`config.mk`:
```
export PLATFORM = sky130hd
export DESIGN_NAME = cfod_div
export DESIGN_NICKNAME = d
export VERILOG_FILES = /design/src/hw/rtl/cfod_pkg.sv /design/src/hw/rtl/cfod_div.sv
export SDC_FILE = /design/constraint.sdc
export NUM_CORES = 1
export LEC_CHECK = 0
export BUFFER_PORTS_ARGS = -buffer_cell sky130_fd_sc_hd__buf_2
export CORE_MARGIN = 3
export CORE_UTILIZATION = 35
export CTS_CLUSTER_DIAMETER = 80
export DETAILED_ROUTE_END_ITERATION = 7
export GPL_TIMING_DRIVEN = 0
export PLACE_DENSITY = 0.57
export SLEW_MARGIN = 20
export SYNTH_ARGS = -nofsm -noshare
export SYNTH_HDL_FRONTEND = slang
export SYNTH_SLANG_ARGS = --single-unit
```
`constraint.sdc`:
```
create_clock -name clk -period 7.6 [get_ports clk]
set_clock_uncertainty 0.2 [all_clocks]
set_input_delay 1.9 -clock clk [delete_from_list [all_inputs] [get_ports clk]]
set_output_delay 1.9 -clock clk [all_outputs]
set_load 0.05 [all_outputs]
```
`src/hw/rtl/cfod_pkg.sv`:
```
// Shared types, codes and the multiply schedule of the field-of-view test.
package cfod_pkg;

    localparam int OPW       = 34;   // multiplier operand width
    localparam int SUMW      = 67;   // exact Q32.32 sum of three products
    localparam int DENW      = 47;   // pos_z << 16 for positive pos_z
    localparam int LIMW      = 60;   // image size times divisor
    localparam int QBITS     = 10;   // quotient bits kept by the divider
    localparam int NUM_TERMS = 18;
    localparam int NUM_SUMS  = 7;

    localparam logic signed [33:0]   Q_HALF     = 34'sd32768;
    localparam logic signed [33:0]   Q_TEN      = 34'sd655360;
    localparam logic signed [SUMW-1:0] NORM_LIMIT = 67'sd2147483648;

    localparam logic [2:0] SUM_NORM = 3'd0;
    localparam logic [2:0] SUM_PX   = 3'd1;
    localparam logic [2:0] SUM_PY   = 3'd2;
    localparam logic [2:0] SUM_LX   = 3'd3;
    localparam logic [2:0] SUM_LY   = 3'd4;
    localparam logic [2:0] SUM_UX   = 3'd5;
    localparam logic [2:0] SUM_UY   = 3'd6;

    typedef enum logic [1:0] {
        REQ_DEPTH = 2'd0,
        REQ_EMPTY = 2'd1,
        REQ_QUERY = 2'd2,
        REQ_NONE  = 2'd3
    } req_t;

    typedef enum logic [2:0] {
        FOV_FREE     = 3'd0,
        FOV_BEHIND   = 3'd1,
        FOV_HORIZON  = 3'd2,
        FOV_OUTSIDE  = 3'd3,
        FOV_OCCLUDED = 3'd4
    } fov_t;

    typedef enum logic [2:0] {
        REG_FOCAL_X = 3'd0,
        REG_FOCAL_Y = 3'd1,
        REG_SKEW    = 3'd2,
        REG_CENTER_X = 3'd3,
        REG_CENTER_Y = 3'd4,
        REG_COLS    = 3'd5,
        REG_ROWS    = 3'd6
    } reg_t;

    typedef enum logic [2:0] {
        ST_IDLE,
        ST_MAC,
        ST_CHECK,
        ST_DIVX,
        ST_DIVY,
        ST_READ,
        ST_FIN
    } state_t;

    typedef enum logic [2:0] {
        A_X, A_Y, A_Z, A_FX, A_SK, A_CX, A_FY, A_CY
    } a_sel_t;

    typedef enum logic [2:0] {
        B_X, B_Y, B_Z, B_XM, B_XP, B_YP, B_YM
    } b_sel_t;

    typedef struct packed {
        a_sel_t     a;
        b_sel_t     b;
        logic       last;
        logic [2:0] idx;
    } term_t;

    typedef struct packed {
        logic       valid;
        logic       last;
        logic [2:0] idx;
    } mac_ctl_t;

    // Product schedule: norm, then the point and the two box corners.
    function automatic term_t term_at(input logic [4:0] k);
        term_t t;
        t = '{a: A_X, b: B_X, last: 1'b0, idx: SUM_NORM};
        unique case (k)
            5'd0:  t = '{a: A_X,  b: B_X,  last: 1'b0, idx: SUM_NORM};
            5'd1:  t = '{a: A_Y,  b: B_Y,  last: 1'b0, idx: SUM_NORM};
            5'd2:  t = '{a: A_Z,  b: B_Z,  last: 1'b1, idx: SUM_NORM};
            5'd3:  t = '{a: A_FX, b: B_X,  last: 1'b0, idx: SUM_PX};
            5'd4:  t = '{a: A_SK, b: B_Y,  last: 1'b0, idx: SUM_PX};
            5'd5:  t = '{a: A_CX, b: B_Z,  last: 1'b1, idx: SUM_PX};
            5'd6:  t = '{a: A_FY, b: B_Y,  last: 1'b0, idx: SUM_PY};
            5'd7:  t = '{a: A_CY, b: B_Z,  last: 1'b1, idx: SUM_PY};
            5'd8:  t = '{a: A_FX, b: B_XM, last: 1'b0, idx: SUM_LX};
            5'd9:  t = '{a: A_SK, b: B_YP, last: 1'b0, idx: SUM_LX};
            5'd10: t = '{a: A_CX, b: B_Z,  last: 1'b1, idx: SUM_LX};
            5'd11: t = '{a: A_FY, b: B_YP, last: 1'b0, idx: SUM_LY};
            5'd12: t = '{a: A_CY, b: B_Z,  last: 1'b1, idx: SUM_LY};
            5'd13: t = '{a: A_FX, b: B_XP, last: 1'b0, idx: SUM_UX};
            5'd14: t = '{a: A_SK, b: B_YM, last: 1'b0, idx: SUM_UX};
            5'd15: t = '{a: A_CX, b: B_Z,  last: 1'b1, idx: SUM_UX};
            5'd16: t = '{a: A_FY, b: B_YM, last: 1'b0, idx: SUM_UY};
            5'd17: t = '{a: A_CY, b: B_Z,  last: 1'b1, idx: SUM_UY};
            default: t = '{a: A_X, b: B_X, last: 1'b0, idx: SUM_NORM};
        endcase
        return t;
    endfunction

endpackage

```
`src/hw/rtl/cfod_div.sv`:
```
// Restoring divider giving the low quotient bits of a pixel index.
module cfod_div (
    input  logic                               clk,
    input  logic                               rst_n,
    input  logic                               start,
    input  logic signed [cfod_pkg::SUMW-1:0]   num,
    input  logic        [cfod_pkg::DENW-1:0]   den,
    output logic                               done,
    output logic        [cfod_pkg::QBITS-1:0]  quot
);

    logic                              busy_reg;
    logic                              done_reg;
    logic [3:0]                        step_reg;
    logic signed [cfod_pkg::SUMW-1:0]  rem_reg;
    logic [cfod_pkg::QBITS-1:0]        q_reg;
    logic [cfod_pkg::SUMW-1:0]         shifted;
    logic signed [cfod_pkg::SUMW-1:0]  trial;

    assign shifted = {{(cfod_pkg::SUMW - cfod_pkg::DENW){1'b0}}, den} << step_reg;
    assign trial   = rem_reg - $signed(shifted);

    always_ff @(posedge clk or negedge rst_n)
    begin
        if (!rst_n)
        begin
            busy_reg <= 1'b0;
            done_reg <= 1'b0;
            step_reg <= '0;
        end
        else
        begin
            done_reg <= busy_reg && (step_reg == '0);
            if (start)
            begin
                busy_reg <= 1'b1;
                step_reg <= 4'(cfod_pkg::QBITS - 1);
            end
            else if (busy_reg)
            begin
                if (step_reg == '0)
                begin
                    busy_reg <= 1'b0;
                end
                else
                begin
                    step_reg <= step_reg - 4'd1;
                end
            end
        end
    end

    always_ff @(posedge clk)
    begin
        if (start)
        begin
            rem_reg <= num;
            q_reg   <= '0;
        end
        else if (busy_reg)
        begin
            // keep the remainder when the trial goes negative
            if (!trial[cfod_pkg::SUMW-1])
            begin
                rem_reg <= trial;
            end
            q_reg <= {q_reg[cfod_pkg::QBITS-2:0], ~trial[cfod_pkg::SUMW-1]};
        end
    end

    assign done = done_reg;
    assign quot = q_reg;

endmodule

```
==> key figures, run 1 <==
Status
  • Status: complete, no violations

Drt
  • DRC Markers: 0
  • Post-route ant nets: 0
  • Via-to-Cell Ratio: about 5.7
  • Iteration-0 DRC Markers: 766
  • Vias: 9200
  • Mean routed wirelength per cell: about 19 um
  • Final wirelength: 31400 um
  • TritonRoute pass-1 iters: 6

Floorplanning
  • Die extent in x: 170 um
  • # IOs: between 100 and 150
  • Core area: between 20000 and 30000 um^2
  • Rows: 59
  • Initial Util: a little over a third
  • Die area: approximately 29000 um^2
  • DIE HEIGHT: ~170 um

Setup path
  • Worst setup SP type: input pin
  • Critical Path RT: ~7.4 ns
  • Worst Path Class, Setup: in2reg
  • Worst Setup End Kind: register
  • Worst-path maximum fanout: 42
  • Worst EP arrival: approximately 6.2 ns

Synth
  • Register area share after synthesis: 25.1%
  • Yosys reg bits: 83
  • Post-synth top area cell: edfxtp_1
  • Post-synthesis cell type count: 72
  • Number of enable flip-flop cells after synthesis: 67
  • Syn Nets: 1321
  • Synth top area cells: edfxtp_1 21%, ha_1 8.4%, mux4_2 7.4%, nand2_1 5.8%, a21oi_1 5.4%
  • Syn_area_per_cell: 8.26 um^2
  • Mapped cell area: about 9400 um^2
  • FFs w/ async S/R, synth: under 10%
  • Yosys Warn Count: 0
  • Post-synth top area share: roughly a fifth
  • Gate count after technology mapping: around 1100
  • Top_reg_cell synth: edfxtp_1

Final layout
  • Syn-to-layout area delta: 14.7%
  • Share of cells above drive strength 1: 18.2%
  • Largest register FFs: 67
  • Final nets: between 1000 and 1500
  • Fin area: roughly 11000 um^2

Clock network
  • CTS sink count: 83
  • H-tree lvl count: 3
  • Number of cells upsized or downsized after cts: 0
  • Maximum root-to-sink buffer count: 2
  • CTS tree: built
  • Post-CTS setup buffers: 0
  • Root buffer cell: clkbuf_16
  • Clock slew at reported path FFs: ~0.07 ns
  • CTS Buf Count: 9
  • CTS hold repair buffers: 0
  • Worst-Skew Late Latency: about 0.36 ns

STA
  • Setup WS post-layout: around 1.2 ns
  • Setup TNS Final: 0 ns
  • Count of final setup violators: 0
  • Max-slew violations: 0
  • Hold Vio Cnt, Final: 0
  • Setup repair after global routing missed its margin: no
  • Min cycle time layout: 6.38 ns
  • Max Fclk: between 150 and 200 MHz
  • Minimum hold slack: a little under 0.3 ns
  • Tightest Pin Transition: between 1 and 1.5 ns
  • Period utilization: 83.9%
  • Slew HR: about 30%

Global routing
  • Initial antenna violation count: 4
  • GRT Total Usage: 21.3%
  • Vias in the first global route: between 8000 and 9000
  • First-pass GRT wire length: 48500 um
  • Global route overflow: 0
  • Largest net degree at the start of global routing: 43

Min path
  • Class of the worst hold path: reg2reg

Place
  • Routability Congestion: approximately 0.95
  • Dpl ws: between 0.8 and 0.9 ns
  • I/O Buffers: 126
  • Dpl hpwl: about 25000 um
  • DP Area: approximately 10000 um^2

Flow run
  • MaxCap Viol Count: 0
[cell type report]
cell class / count / area [um^2]
Antenna cell: 3 / 7.51
Buffer: 79 / 312
Clock buffer: 10 / 239
Clock inverter: 6 / 52.6
Fill cell: 2762 / 15500
Inverter: 39 / 146
Multi-Input combinational cell: 939 / 6600
Sequential cell: 83 / 2360
Tap cell: 335 / 419
Timing Repair Buffer: 127 / 658
[cell usage in the layout, fill, tap and decap left out, types with 8 or more instances in the layout]
cell type and count:
nand2_1 145, buf_2 137, a21oi_1 102, nor2_1 94, o21ai_0 70, edfxtp_1 67
ha_1 63, clkbuf_1 60, o21ai_1 54, mux2i_1 49, a21o_1 41, inv_1 39
mux4_2 31, xnor2_1 29, xor2_1 28, nand4_1 26, mux2_2 24, nand3_1 15
o21a_1 14, a211oi_1 13, nor2b_1 12, nor3_1 10, dfxtp_1 10, a31oi_1 9
clkbuf_16 9, and3_1 8, o21bai_1 8, o31ai_1 8
[path summary, 6_finish.rpt]
| check | end | start | slack (ns) | depth (start not counted) |
|---|---|---|---|---|
| setup / recovery | rem_reg[21]$_DFFE_PP_ | den[10] | 1.22 | 16 |
| hold / removal | quot[9]$_SDFFE_PP0P_ | quot[9]$_SDFFE_PP0P_ | 0.29 | 2 |
| setup reg to reg | rem_reg[21]$_DFFE_PP_ | step_reg[0]$_DFFE_PN0P_ | 1.40 | 19 |
| hold reg to reg | quot[9]$_SDFFE_PP0P_ | quot[9]$_SDFFE_PP0P_ | 0.29 | 2 |
| max in group asynchronous | step_reg[2]$_DFFE_PN0P_ | rst_n | 5.90 | 1 |
| min in group asynchronous | step_reg[1]$_DFFE_PN0P_ | rst_n | 1.15 | 1 |
[Yosys cell counts, types with 5 or more instances]
| cell | instances |
|---|---|
| mux2_2 | 24 |
| o21ai_1 | 54 |
| nand2b_1 | 6 |
| o21a_1 | 14 |
| inv_1 | 39 |
| clkbuf_1 | 60 |
| a211oi_1 | 13 |
| dfrtp_1 | 6 |
| and2_1 | 7 |
| or2_2 | 5 |
| a21o_1 | 41 |
| dfxtp_1 | 10 |
| mux4_2 | 31 |
| mux2i_1 | 49 |
| ha_1 | 63 |
| buf_1 | 7 |
| a21oi_1 | 102 |
| xnor2_1 | 29 |
| and3_1 | 8 |
| o31ai_1 | 8 |
| nor2_1 | 94 |
| o21bai_1 | 8 |
| nor3_1 | 10 |
| o211ai_1 | 5 |
| nand2_1 | 146 |
| buf_2 | 11 |
| nand4_1 | 26 |
| xor2_1 | 28 |
| nor2b_1 | 12 |
| edfxtp_1 | 67 |
| a31oi_1 | 9 |
| nand3_1 | 15 |
| o21ai_0 | 70 |
| a22oi_1 | 5 |
[kinds of logic (layout without fill, tap and decap cells)]
| group | Yosys count | in the layout | synth area share, % |
|---|---|---|---|
| AND/OR/NAND/NOR | 348 | 348 | 16.6 |
| multiplexers | 104 | 104 | 15.5 |
| buffers and inverters | 118 | 261 | 4.86 |
| flip-flops | 83 | 83 | 25.1 |
| XOR/XNOR | 57 | 57 | 5.30 |
| AO/OA/AOI/OAI | 366 | 366 | 24.1 |
| other | 0 | 3 | 0 |
| adder cells (fa/ha/maj) | 64 | 64 | 8.59 |
[worst max-delay path, cell delays in order]
cell and delay (ns):
buf_2 0.13, mux4_2 0.49, mux2_2 0.29, o21ai_0 0.38
ha_1 0.31, nand4_1 0.18, nor3_1 0.22, nand2_1 0.08
o21a_1 0.24, a2111oi_4 0.55, o2111ai_2 0.24, nand3_1 0.18
a21oi_1 0.07, nand3b_1 0.22, nand2_4 0.39, buf_16 0.31
[layer usage]
layer  share of wire, %  global-route usage, %  vias up
li1                   -                      -     4488
met1                 46                   29.5     4302
met2                 45                   34.1      355
met3                6.5                   3.72       53
met4                2.7                   6.67        2
met5              0.022                      0        -
[per-stage QoR]
stage	util [%]	instances
floorplan	-	1140
global placement	39.8	1601
detailed placement	39.9	1602
CTS	41.1	1618
global route	41.1	1621
finish	41.1	1621
Power of run 1 is left out: the tool's default activity adds up to more than one toggle a clock period on the data nets, which glitch-free logic cannot reach.
==> run 2: changes to the inputs <==
- PLACE_DENSITY: 0.57 -> 0.59
- clock period: 7.6 -> 5.33 ns (I/O delays scaled with it)
==> run 2 against run 1 <==
  * Register-to-register slack lost 1.3 ns
  * Worst setup slack got worse by 1.2 ns
  * Die area did not move
  * Cell count grew 0.43%
  * Count of clock-buffer cells in the layout down 1
  * Utilization rose by 1.8 points
  * Flip-flop and latch count stayed put
  * First-iteration DRC count up 2.7%
  * Critical path type unchanged
  * Wire length grew 3.6%
  * Sequential share of layout area is 0.93 points lower
==> key figures, run 2 (synthesized netlist as in run 1, its figures left out) <==
Status
  • Status: complete, no violations

STA
  • Period utilization: between 90 and 100%
  • Count of final setup violators: 0
  • Min cycle time layout: between 5 and 6 ns
  • Setup WS post-layout: between 0.02 and 0.03 ns
  • Max-slew violations: 0
  • Tightest Pin Transition: roughly 1.2 ns
  • Setup repair after global routing missed its margin: yes
  • Setup TNS Final: 0 ns
  • Max Fclk: approximately 190 MHz
  • Slew HR: approximately 17%
  • Hold Vio Cnt, Final: 0

Floorplanning
  • Initial Util: between 30 and 40%
  • Die extent in x: ~170 um
  • # IOs: approximately 130
  • DIE HEIGHT: about 170 um
  • Die area: slightly below 30000 um^2
  • Rows: a little under 60
  • Core area: 26300 um^2

Drt
  • Vias: 9439
  • Mean routed wirelength per cell: around 20 um
  • Iteration-0 DRC Markers: 787
  • Post-route ant nets: 0
  • DRC Markers: 0
  • Via-to-Cell Ratio: 5.80
  • TritonRoute pass-1 iters: 5
  • Final wirelength: around 33000 um

Setup path
  • RR Startpoint: step_reg[0]$_DFFE_PN0P_
  • Worst EP arrival: ~5 ns
  • Worst Path Class, Setup: in2reg
  • Worst Setup End Kind: register
  • Critical path origin: den[22]
  • Worst-path maximum fanout: 7
  • Worst setup SP type: input pin
  • Critical Path RT: 5.18 ns

Place
  • Dpl ws: -0.770 ns
  • Dpl hpwl: ~25000 um
  • Routability Congestion: between 0.9 and 1
  • DP Area: 10500 um^2
  • I/O Buffers: about 130

Final layout
  • Share of cells above drive strength 1: 23.5%
  • Post-layout util: between 40% and 50%
  • Largest register FFs: 67
  • Syn-to-layout area delta: 19.8%
  • Most frequent cells in the layout: 144 x nand2_1, 129 x buf_2, 92 x nor2_1, 90 x a21oi_1, 67 x edfxtp_1
  • Fin area: between 10000 and 15000 um^2
  • Commonest non-fill, non-tap cell in the layout: nand2_1
  • ANT cells: 0
  • Final nets: ~1500

Global routing
  • Global route overflow: 0
  • GRT Total Usage: between 20% and 30%
  • Vias in the first global route: 8991
  • First-pass GRT wire length: roughly 50000 um
  • Initial antenna violation count: 2
  • Largest net degree at the start of global routing: 18

Clock network
  • H-tree lvl count: 3
  • CTS tree: built
  • CTS sink count: 83
  • Worst-Skew Late Latency: roughly 0.36 ns
  • CTS Buf Count: 9
  • Clock slew at reported path FFs: 0.07 ns
  • Maximum root-to-sink buffer count: 2
  • Root buffer cell: clkbuf_16

Min path
  • Class of the worst hold path: reg2reg
  • Hold Startpoint: quot[0]$_SDFFE_PP0P_

Flow run
  • MaxCap Viol Count: 0
## run 2: worst max-delay path, stage by stage
cell	delay, ns
buf_2	0.14
mux4_2	0.50
mux2_2	0.30
nor2_1	0.10
a21oi_1	0.07
inv_1	0.14
ha_1	0.33
o21ai_0	0.20
nand2b_1	0.10
a41oi_2	0.24
nor2_1	0.10
or3_4	0.41
o2111ai_4	0.25
nand3_2	0.14
a21oi_2	0.16
nand3b_1	0.26
buf_12	0.25
nand2_8	0.10
## run 2: area by class of cell
cell class / instances / area [um^2]
Fill cell: 2698 / 15000
Timing Repair Buffer: 136 / 790
Inverter: 39 / 146
Tap cell: 335 / 419
Sequential cell: 83 / 2360
Clock buffer: 9 / 225
Clock inverter: 7 / 56.3
Multi-Input combinational cell: 947 / 6970
Buffer: 72 / 314
## run 2: final timing paths
| kind | to | slack [ns] | cells after the start |
|---|---|---|---|
| max | rem_reg[36]$_DFFE_PP_ | 0.03 | 18 |
| min | quot[0]$_SDFFE_PP0P_ | 0.30 | 2 |
| max reg2reg | rem_reg[20]$_DFFE_PP_ | 0.14 | 21 |
| min reg2reg | quot[0]$_SDFFE_PP0P_ | 0.30 | 2 |
| max in group asynchronous | step_reg[0]$_DFFE_PN0P_ | 4.19 | 1 |
| min in group asynchronous | done$_DFF_PN0_ | 0.59 | 1 |
## run 2: stage by stage
stage,std cells,hold WS (ns)
detailed placement,1601,0.283
CTS,1623,0.297
global route,1628,0.354
finish,1628,0.299
global placement,1601,0.275
floorplan,1140,0.343
## run 2: layer usage
metal	vias up	wire, um	track usage [%]
met3	47	2450	3.16
met2	382	14600	33.9
met4	4	914	6.38
li1	4526	-	-
met5	-	18	0
met1	4480	14600	31.2
## run 2: timing repair
item | 4_1_cts | 5_1_grt
buffers inserted | 2 | 7
pin swaps | 4 | 16
hold endpoints to repair | 0 | 0
gates resized for setup | 15 | 87
hold buffers | 0 | 0
gates cloned | 4 | 5
setup endpoints to repair | 86 | 90
Power of run 2 is left out for the same reason.
